$ cat src/hdl/bfha_pkg.sv
package bfha_pkg;

   localparam int HEAP_BYTES    = 4096;
   localparam int GRANULE_BYTES = 8;
   localparam int HEAP_GRANULES = HEAP_BYTES / GRANULE_BYTES;
   localparam int GRAN_W        = $clog2(HEAP_GRANULES);
   localparam int IDX_W         = GRAN_W + 1;
   localparam int GSHIFT        = $clog2(GRANULE_BYTES);
   localparam int OFF_W         = 12;
   localparam int REQ_W         = 16;
   localparam int ROUND_W       = REQ_W + 1;

   typedef enum logic [2:0] {
      ST_OK       = 3'd0,
      ST_ZERO     = 3'd1,
      ST_LARGE    = 3'd2,
      ST_NOFIT    = 3'd3,
      ST_OUTSIDE  = 3'd4,
      ST_FREED    = 3'd5,
      ST_NOTFOUND = 3'd6
   } status_type;

   typedef struct packed {
      logic              used;
      logic [GRAN_W-1:0] size;
   } header_type;

   localparam header_type RESET_HEADER = '{used: 1'b0, size: GRAN_W'(HEAP_GRANULES - 1)};

   // sequencer to datapath
   typedef struct packed {
      logic       load;
      logic       walk;
      logic       read_nx;
      logic       read_pv;
      logic       write_free;
      logic       write_alloc;
      logic       write_trailer;
      logic       set_status;
      status_type code;
      logic       emit;
   } cmd_type;

   // datapath to sequencer
   typedef struct packed {
      logic is_free;
      logic zero;
      logic oversize;
      logic outside;
      logic walk_end;
      logic found;
      logic exact;
      logic match;
      logic hdr_used;
      logic trailer;
   } stat_type;

endpackage

$ cat src/hdl/bfha_ctrl.sv
module bfha_ctrl (
   input  logic               clock,
   input  logic               reset,
   input  logic               req_valid,
   output logic               req_ready,
   input  logic               rsp_ready,
   output logic               rsp_valid,
   input  bfha_pkg::stat_type stat,
   output bfha_pkg::cmd_type  cmd
);

   typedef enum logic [8:0] {
      S_IDLE     = 9'b000000001,
      S_CHECK    = 9'b000000010,
      S_WALK     = 9'b000000100,
      S_FREE_CHK = 9'b000001000,
      S_FREE_NX  = 9'b000010000,
      S_FREE_PV  = 9'b000100000,
      S_ALLOC_WR = 9'b001000000,
      S_ALLOC_TR = 9'b010000000,
      S_DONE     = 9'b100000000
   } state_type;

   state_type state_ff, state_in;
   logic      rsp_valid_ff, rsp_valid_in;

   assign req_ready = (state_ff == S_IDLE);
   assign rsp_valid = rsp_valid_ff;

   always_comb begin
      state_in = state_ff;
      cmd      = '0;
      case (state_ff)
         S_IDLE: begin
            if (req_valid) begin
               cmd.load = 1'b1;
               state_in = S_CHECK;
            end
         end
         S_CHECK: begin
            if (stat.zero) begin
               cmd.set_status = 1'b1;
               cmd.code       = bfha_pkg::ST_ZERO;
               state_in       = S_DONE;
            end else if (stat.oversize) begin
               cmd.set_status = 1'b1;
               cmd.code       = bfha_pkg::ST_LARGE;
               state_in       = S_DONE;
            end else if (stat.outside) begin
               cmd.set_status = 1'b1;
               cmd.code       = bfha_pkg::ST_OUTSIDE;
               state_in       = S_DONE;
            end else begin
               state_in = S_WALK;
            end
         end
         S_WALK: begin
            cmd.walk = 1'b1;
            if (stat.walk_end) begin
               if (stat.is_free) begin
                  cmd.set_status = 1'b1;
                  cmd.code       = bfha_pkg::ST_NOTFOUND;
                  state_in       = S_DONE;
               end else if (stat.found) begin
                  state_in = S_ALLOC_WR;
               end else begin
                  cmd.set_status = 1'b1;
                  cmd.code       = bfha_pkg::ST_NOFIT;
                  state_in       = S_DONE;
               end
            end else if (!stat.is_free && stat.exact) begin
               state_in = S_ALLOC_WR;
            end else if (stat.is_free && stat.match) begin
               state_in = S_FREE_CHK;
            end
         end
         S_FREE_CHK: begin
            if (!stat.hdr_used) begin
               cmd.set_status = 1'b1;
               cmd.code       = bfha_pkg::ST_FREED;
               state_in       = S_DONE;
            end else begin
               cmd.read_nx = 1'b1;
               state_in    = S_FREE_NX;
            end
         end
         S_FREE_NX: begin
            cmd.read_pv = 1'b1;
            state_in    = S_FREE_PV;
         end
         S_FREE_PV: begin
            cmd.write_free = 1'b1;
            cmd.set_status = 1'b1;
            cmd.code       = bfha_pkg::ST_OK;
            state_in       = S_DONE;
         end
         S_ALLOC_WR: begin
            cmd.write_alloc = 1'b1;
            if (stat.trailer) begin
               state_in = S_ALLOC_TR;
            end else begin
               cmd.set_status = 1'b1;
               cmd.code       = bfha_pkg::ST_OK;
               state_in       = S_DONE;
            end
         end
         S_ALLOC_TR: begin
            cmd.write_trailer = 1'b1;
            cmd.set_status    = 1'b1;
            cmd.code          = bfha_pkg::ST_OK;
            state_in          = S_DONE;
         end
         S_DONE: begin
            // wait for the output register to drain
            if (!rsp_valid_ff || rsp_ready) begin
               cmd.emit = 1'b1;
               state_in = S_IDLE;
            end
         end
         default: begin
            state_in = S_IDLE;
         end
      endcase
   end

   assign rsp_valid_in = cmd.emit | (rsp_valid_ff & ~rsp_ready);

   always_ff @(posedge clock) begin
      if (reset) begin
         state_ff     <= S_IDLE;
         rsp_valid_ff <= 1'b0;
      end else begin
         state_ff     <= state_in;
         rsp_valid_ff <= rsp_valid_in;
      end
   end

endmodule

$ cat config.mk
export PLATFORM = sky130hd
export DESIGN_NAME = bfha_ctrl
export DESIGN_NICKNAME = d
export VERILOG_FILES = /design/src/hdl/bfha_pkg.sv /design/src/hdl/bfha_ctrl.sv
export SDC_FILE = /design/constraint.sdc
export NUM_CORES = 1
export LEC_CHECK = 0
export BUFFER_PORTS_ARGS = -buffer_cell sky130_fd_sc_hd__buf_2
export CORE_AREA = 3 3 43 45
export DETAILED_ROUTE_END_ITERATION = 8
export DIE_AREA = 0 0 46 48
export PLACE_DENSITY = 0.78
export SETUP_SLACK_MARGIN = 0.2
export SYNTH_ARGS = -nofsm -noshare
export SYNTH_HDL_FRONTEND = slang
export SYNTH_SLANG_ARGS = --single-unit
$ cat constraint.sdc
create_clock -name clock -period 3.5 [get_ports clock]
set_input_delay 0 -clock clock [delete_from_list [all_inputs] [get_ports clock]]
set_output_delay 0 -clock clock [all_outputs]
set_load 0.005 [all_outputs]
## Word-level counts from Yosys, hierarchy flattened

Index checks and enable logic that the tools add are counted.

- Register bits after elaboration: 10
- Input bits: 14
- Output and inout bits: 14

- Reduce and logical (&&, ||, !) cells: 7
- Eq/ne operators: 12
- Bitwise operators: 3
- Mux-type cells: 33

Operator list:

| operator | count |
|---|---|
| $mux W9 | 12 |
| $pmux W9 S8 | 1 |
| $mux W4 | 8 |
| $pmux W4 S5 | 1 |
| $mux W1 | 11 |
| $eq A9 B1 Y1 const B | 1 |
| $eq A9 B2 Y1 const B | 1 |
| $eq A9 B3 Y1 const B | 1 |
| $eq A9 B4 Y1 const B | 1 |
| $eq A9 B5 Y1 const B | 1 |
| $eq A9 B6 Y1 const B | 1 |
| $eq A9 B7 Y1 const B | 1 |
| $eq A9 B8 Y1 const B | 1 |
| $eq A9 B9 Y1 const B | 1 |
| $ne A2 B2 Y1 const B | 2 |
| $ne A4 B4 Y1 const B | 1 |
| $reduce_and A3 Y1 | 1 |
| $logic_and A1 B1 Y1 | 2 |
| $logic_not A1 Y1 | 2 |
| $reduce_or A2 Y1 | 1 |
| $and A1 B1 Y1 | 1 |
| $logic_or A1 B1 Y1 | 1 |
| $not A1 Y1 | 1 |
| $or A1 B1 Y1 | 1 |

## Logic depth before layout (Yosys ltp)

Gate-level depths: netlist (run 1).

- Depth after elaboration: 5
- Mapped depth: 7
- Gate-level depth less buffers: 6

## Worst setup path after synthesis (run 1)

OpenSTA, ideal clock, no wires.

- Path kind: reg2reg
- From: register state_ff[8]
- To: register state_ff[0]
- Arrival time: 1431 ps
- Data required time: 3381 ps
- Cell stages (with the launch flop): 8
- Path slack: 1950 ps
- Library setup time: 119 ps
- Path buffers: 1
- Path through: dfxtp_1 > buf_6 > nor4_2 > nor4b_4 > nand3b_4 > clkinv_2 > a32o_2 > o21ai_1

- Word-level cells in the longest chain between the ends: 3
- Elaborated cells on any way between the ends: 15

Ends and longest elaborated chain:

| item | line | source |
|---|---|---|
| from (decl) | bfha_ctrl.sv:24 | `state_type state_ff, state_in;` |
| from (signal assigned) | bfha_ctrl.sv:133 | `state_ff <= state_in;` |
| $eq A9 B8 Y1, or another cell as far along | bfha_ctrl.sv:33 | `case (state_ff)` |
| $reduce_or A2 Y1 (no line), or another cell as far along | n/a |  |
| $pmux W9 S8 / $reduce_and A3 Y1 (equally long branches) | n/a |  |

Several ways; a longest one is shown, not always the timed one.
A chain may end at the register's enable or synchronous reset.

==> results of run 1 <==
-- final timing paths --
check                                              start                        to  slack [ns]  depth (start not counted)
worst max-delay path            state_ff[8]$_SDFFE_PP0P_                    cmd[1]        1.54                          7
worst min-delay path                           req_valid  state_ff[1]$_SDFFE_PP0P_        0.02                          3
worst max register to register  state_ff[8]$_SDFFE_PP0P_  state_ff[0]$_SDFFE_PP1P_        1.84                          6
worst min register to register      rsp_valid$_SDFF_PP0_      rsp_valid$_SDFF_PP0_        0.61                          3
-- registers in the layout (all words and copies together), names as in the netlist --
signal	count
rsp_valid	1
state_ff	9
-- synth_stat cells (2+ instances only) --
library cell   n
nor3_1         4
nor4_1         4
xnor2_1        2
or4b_1         2
nor2_1         7
nor4b_1        2
dfxtp_1       10
inv_1          6
a21oi_1        6
a22oi_1        2
o21ai_0        4
nand3_1        3
nor2b_1        5
clkbuf_1       3
nand2_1        6
o31ai_1        2
or3_1          2
-- final cells by class --
class | instances | area [um^2] | area share
Sequential cell | 10 | 200 | 0.217
Tap cell | 16 | 20.0 | 0.0217
Timing Repair Buffer | 28 | 145 | 0.157
Multi-Input combinational cell | 73 | 509 | 0.551
Inverter | 7 | 27.5 | 0.0298
Clock buffer | 3 | 22.5 | 0.0244
-- through the flow --
| step | utilization | hold WS [ns] | area (um^2) | power [mW] | setup slack (ns) |
|---|---|---|---|---|---|
| 6_report | 0.614 | 0.0174 | 925 | 0.256 | 1.54 |
| 5_1_grt | 0.614 | 0.0358 | 925 | 0.271 | 1.32 |
| 4_1_cts | 0.614 | 0.0135 | 925 | 0.258 | 1.52 |
| 3_5_place_dp | 0.592 | 0.262 | 892 | 0.178 | 1.83 |
| 3_3_place_gp | 0.592 | 0.261 | 892 | 0.177 | 1.82 |
| 2_1_floorplan | - | 0.0478 | 764 | 0.158 | 1.95 |
-- worst min-delay path, stage by stage --
cell and delay (ns):
buf_2 0.10, inv_1 0.08, nor4_1 0.06
-- cells by family (layout without fill, tap and decap cells) --
logic type             count (synthesis)  after routing  synth area share
flip-flops                            10             10             0.262
buffers and inverters                 12             38            0.0720
AND/OR/NAND/NOR                       48             48             0.439
XOR/XNOR                               2              2            0.0229
AO/OA/AOI/OAI                         23             23             0.205
-- layout by cell type, fill, tap and decap left out, types with 2 or more instances in the layout --
cell / instances
a21oi_1: 6
a22oi_1: 2
buf_2: 27
clkbuf_4: 3
dfxtp_1: 10
inv_1: 6
nand2_1: 6
nand3_1: 3
nor2_1: 7
nor2b_1: 5
nor3_1: 4
nor4_1: 4
nor4b_1: 2
o21ai_0: 4
o31ai_1: 2
or3_1: 2
or4b_1: 2
xnor2_1: 2
-- report_power, final --
group	leakage, nW	switching, mW	total [mW]	internal [mW]
Clock	0.0138	0.0405	0.0803	0.0398
Combinational	0.354	0.0282	0.0536	0.0253
Sequential	0.0810	0.00567	0.122	0.117
-- per-layer routing --
layer	track usage	vias to the layer above	part of all wire
li1	-	406	-
met1	0.241	365	0.43
met2	0.305	32	0.48
met3	0.0226	4	0.067
met4	0.108	0	0.028
met5	0	-	0
-- what timing repair did --
action	in CTS	in global routing
endpoints found under the hold margin	1	0
hold buffers	1	0
resized for setup	0	0
==> impl_metrics.env, run 1 <==
export IMPL_synth_ff_type="dfxtp_1"
export IMPL_avgSynthCellArea_um2=8.05
export IMPL_setup_viol=0
export IMPL_synth_edf_count=0
export IMPL_syn_to_final_growth_pct=20.9
export IMPL_tns_ns=0
export IMPL_critPathBufInv=2
export IMPL_report_final_hold_viol_count=0
export IMPL_syn_instance_count=95
export IMPL_cts_tree="yes"
export IMPL_path_delay_family="simple AND/OR/NAND/NOR gates"
export IMPL_clock_latency_ns=0.27
export IMPL_p_leak_nw=0.449
export IMPL_slew_violations=0
export IMPL_yosys_warnings=0
export IMPL_fin_crit_ns=1.96
export IMPL_max_freq_mhz=510
export IMPL_post_cts_buffers=0
export IMPL_via_count=807
export IMPL_synth_area_leader_cell="dfxtp_1"
export IMPL_grt_pass1_wl_mm=2.94
export IMPL_tightest_slew_ns=0.816
export IMPL_grt_max_degree=13
export IMPL_critPathCaptureType="output pin"
export IMPL_async_flop_share=0
export IMPL_synth_area_top_cells="dfxtp_1, nor2b_1, a21oi_1"
export IMPL_cts_clk_slew_worst_paths_ns=0.07
export IMPL_drive_gt1_frac=0.331
export IMPL_drc=0
export IMPL_die_h_um=48
export IMPL_grt_usage=0.189
export IMPL_rsz0062_at_grt="no"
export IMPL_core_um2=1510
export IMPL_cts_inserted_buffers=3
export IMPL_die_area_um2=2210
export IMPL_cts_buffer_depth=2
export IMPL_ys_seq_area_frac=0.262
export IMPL_routed_wl_mm=1.83
export IMPL_worstPathRequired_ns=3.50
export IMPL_rows=14
export IMPL_crit_chain="nor4_2, nor4b_4, nand3b_4, clkinv_2, nand2_2, o31ai_2, buf_2"
export IMPL_htree_levels=1
export IMPL_portBuffers=27
export IMPL_arrival_ns=1.96
export IMPL_slew_limit_headroom=0.451
export IMPL_ioPinCount=28
export IMPL_hold_path_class="input pin to flop"
export IMPL_avgRoutedWirePerCell_um=13.4
export IMPL_vias_per_cell=5.89
export IMPL_ant_nets=0
export IMPL_antenna_found_initial=0
export IMPL_drt_pre_antenna_iters=4
export IMPL_nets=137
export IMPL_grt_overflow_total=0
export IMPL_antenna_cells=0
export IMPL_clock_sinks=10
export IMPL_yosys_register_bits=10
export IMPL_stdcell_count=137
export IMPL_worst_setup_path_start_kind="flop"
export IMPL_root_buffer="clkbuf_4"
export IMPL_max_stage_delay_ns=0.39
export IMPL_yosys_area_top_type_share=0.262
export IMPL_crit_fanout=8
export IMPL_place_inst=133
export IMPL_post_route_period_util=0.560
export IMPL_die_width_um=46
export IMPL_p_per_area_nw_per_um2=277
export IMPL_outcome="finished, final reports clean"
export IMPL_grt_pass1_vias=691
export IMPL_gp_congestion=0.776
export IMPL_start_util=0.507
export IMPL_synth_distinct_cells=42
export IMPL_crit_slowest_cell="dfxtp_1"
export IMPL_synth_nets=109
export IMPL_drt_iter0_markers=33
export IMPL_path_class="flop to output pin"
export IMPL_clock_skew_ns=0.00711
export IMPL_irDropWorstVdd_uv=210
export IMPL_max_cap_violations=0
export IMPL_fillers=144
export IMPL_dp_hpwl_mm=1.42
export IMPL_netlist_area_um2=764
No activity file was read; power rests on OpenSTA's default activity.
==> run 2: changes to the inputs <==
CORE_AREA = 3 3 45 47   (was 3 3 43 45)
DIE_AREA = 0 0 48 50   (was 0 0 46 48)
PLACE_DENSITY = 0.72   (was 0.78)
clock period = 1.98 ns   (was 3.5 ns; I/O delays follow)
==> impl_metrics.env, run 2 (synthesis gave the netlist of run 1 again) <==
export IMPL_syn_to_final_growth_pct=41.7
export IMPL_grt_pass1_wl_mm=3.35
export IMPL_drc=0
export IMPL_critPathCaptureType="output pin"
export IMPL_htree_levels=1
export IMPL_rr_worst_depth=6
export IMPL_die_h_um=50
export IMPL_core_um2=1690
export IMPL_ant_nets=0
export IMPL_setup_viol=0
export IMPL_hold_end="state_ff[7]$_SDFFE_PP0P_"
export IMPL_grt_overflow_total=0
export IMPL_power_frac_seq=0.462
export IMPL_holdPathStages=2
export IMPL_worst_setup_path_start_kind="flop"
export IMPL_max_flop_register="state_ff"
export IMPL_clkPwrFrac=0.298
export IMPL_nets=148
export IMPL_dp_hpwl_mm=1.45
export IMPL_timing_rr_end="state_ff[3]$_SDFFE_PP0P_"
export IMPL_max_cap_violations=0
export IMPL_gp_congestion=0.772
export IMPL_p_leak_nw=0.523
export IMPL_grt_max_degree=13
export IMPL_p_int_mw=0.330
export IMPL_r2r_setup_slack_ns=0.26
export IMPL_outcome="finished, final reports clean"
export IMPL_rows=15
export IMPL_worstPathRequired_ns=1.98
export IMPL_mostFrequentLayoutCells="buf_2, buf_4, nor2_1"
export IMPL_vias_per_cell=5.58
export IMPL_report_final_hold_viol_count=0
export IMPL_irDropWorstVdd_uv=220
export IMPL_slew_violations=0
export IMPL_ioPinCount=28
export IMPL_post_route_period_util=0.911
export IMPL_fin_crit_ns=1.80
export IMPL_crit_fanout=2
export IMPL_portBuffers=27
export IMPL_die_area_um2=2400
export IMPL_slew_limit_headroom=0.720
export IMPL_clock_sinks=10
export IMPL_hold_path_class="input pin to flop"
export IMPL_drt_iter0_markers=17
export IMPL_p_per_area_nw_per_um2=429
export IMPL_max_freq_mhz=554
export IMPL_rsz0062_at_grt="yes"
export IMPL_clock_skew_ns=0.00609
export IMPL_start_util=0.453
export IMPL_die_width_um=48
export IMPL_root_buffer="clkbuf_4"
export IMPL_antenna_cells=0
export IMPL_arrival_ns=1.80
export IMPL_power_switching_mw=0.136
export IMPL_layout_commonest_cell="buf_2"
export IMPL_cts_tree="yes"
export IMPL_tns_ns=0
export IMPL_grt_usage=0.188
export IMPL_routed_wl_mm=2.08
export IMPL_cts_hold_buffers_added=0
export IMPL_p_comb_frac=0.240
export IMPL_largest_register_ff_count=9
export IMPL_drive_gt1_frac=0.500
export IMPL_path_class="flop to output pin"
export IMPL_cts_clk_slew_worst_paths_ns=0.06
export IMPL_drt_pre_antenna_iters=4
export IMPL_clock_latency_ns=0.26
export IMPL_antenna_found_initial=0
export IMPL_via_count=832
export IMPL_cts_buffer_depth=2
export IMPL_hold_start="stat[0]"
export IMPL_grt_pass1_vias=788
export IMPL_rr_startpoint="state_ff[4]$_SDFFE_PP0P_"
export IMPL_tightest_slew_ns=0.416
export IMPL_switching_share=0.292
export IMPL_timing_hold_ws_ns=0.00940
export IMPL_cts_inserted_buffers=3
export IMPL_avgRoutedWirePerCell_um=14.0
-- run 2: changes by cell type in the layout (fill, tap and decap cells not counted), moves of 2 or more --
cell	before	now
buf_4	0	12
dfxtp_1	10	3
dfxtp_2	0	5
dfxtp_4	0	2
o21ai_0	4	2
-- run 2: layout make-up --
| class | count | area (um^2) |
|---|---|---|
| Inverter | 7 | 31.3 |
| Fill cell | 145 | 606 |
| Sequential cell | 10 | 214 |
| Clock buffer | 3 | 22.5 |
| Timing Repair Buffer | 39 | 231 |
| Multi-Input combinational cell | 73 | 563 |
| Tap cell | 17 | 21.3 |
-- run 2: repair_timing --
item | CTS | global route
buffers inserted | 5 | 5
pin swaps | 2 | 5
gates resized for setup | 9 | 15
setup endpoints to repair | 4 | 9
-- run 2: per-layer routing --
layer  vias up  track usage  part of all wire
li1        432            -                 -
met1       371        0.240              0.43
met4         0       0.0538                 0
met3         0       0.0255             0.061
met5         -            0                 0
met2        29        0.315              0.51
-- run 2: how the worst max path moves through the flow --
stage | from | end | slack, ns | cells after the start
floorplan | state_ff[8]$_SDFFE_PP0P_ | state_ff[0]$_SDFFE_PP1P_ | 0.43 | 7
global placement | state_ff[8]$_SDFFE_PP0P_ | cmd[1] | 0.27 | 7
detailed placement | state_ff[8]$_SDFFE_PP0P_ | cmd[3] | 0.28 | 7
CTS | state_ff[4]$_SDFFE_PP0P_ | cmd[1] | 0.21 | 7
global route | state_ff[4]$_SDFFE_PP0P_ | cmd[1] | 0.09 | 7
finish | state_ff[4]$_SDFFE_PP0P_ | cmd[1] | 0.18 | 7
-- run 2: worst max-delay path, stage by stage, from the launching register on --
cell      delay, ns
dfxtp_4        0.35
nor4_4         0.30
nor4b_4        0.34
nand3b_4       0.13
clkinv_4       0.07
nand2_4        0.05
o31ai_2        0.16
buf_2          0.14
-- run 2: power by group through the flow --
stage	clock, mW	sequential [mW]	combinational [mW]
final	0.139	0.215	0.112
after global placement	0	0.221	0.0922
after floorplan	0	0.219	0.0603
after CTS	0.141	0.216	0.0988
after detailed placement	0	0.221	0.0928
after global routing	0.152	0.216	0.123
-- run 2: metrics by stage --
| step | setup WS [ns] | util | instances | area [um^2] | power (mW) |
|---|---|---|---|---|---|
| after floorplan | 0.430 | - | 95 | 764 | 0.279 |
| after global placement | 0.275 | 0.538 | 136 | 908 | 0.313 |
| after detailed placement | 0.282 | 0.538 | 136 | 908 | 0.314 |
| after CTS | 0.209 | 0.593 | 144 | 1000 | 0.456 |
| after global routing | 0.0907 | 0.641 | 149 | 1080 | 0.491 |
| final | 0.176 | 0.641 | 149 | 1080 | 0.465 |
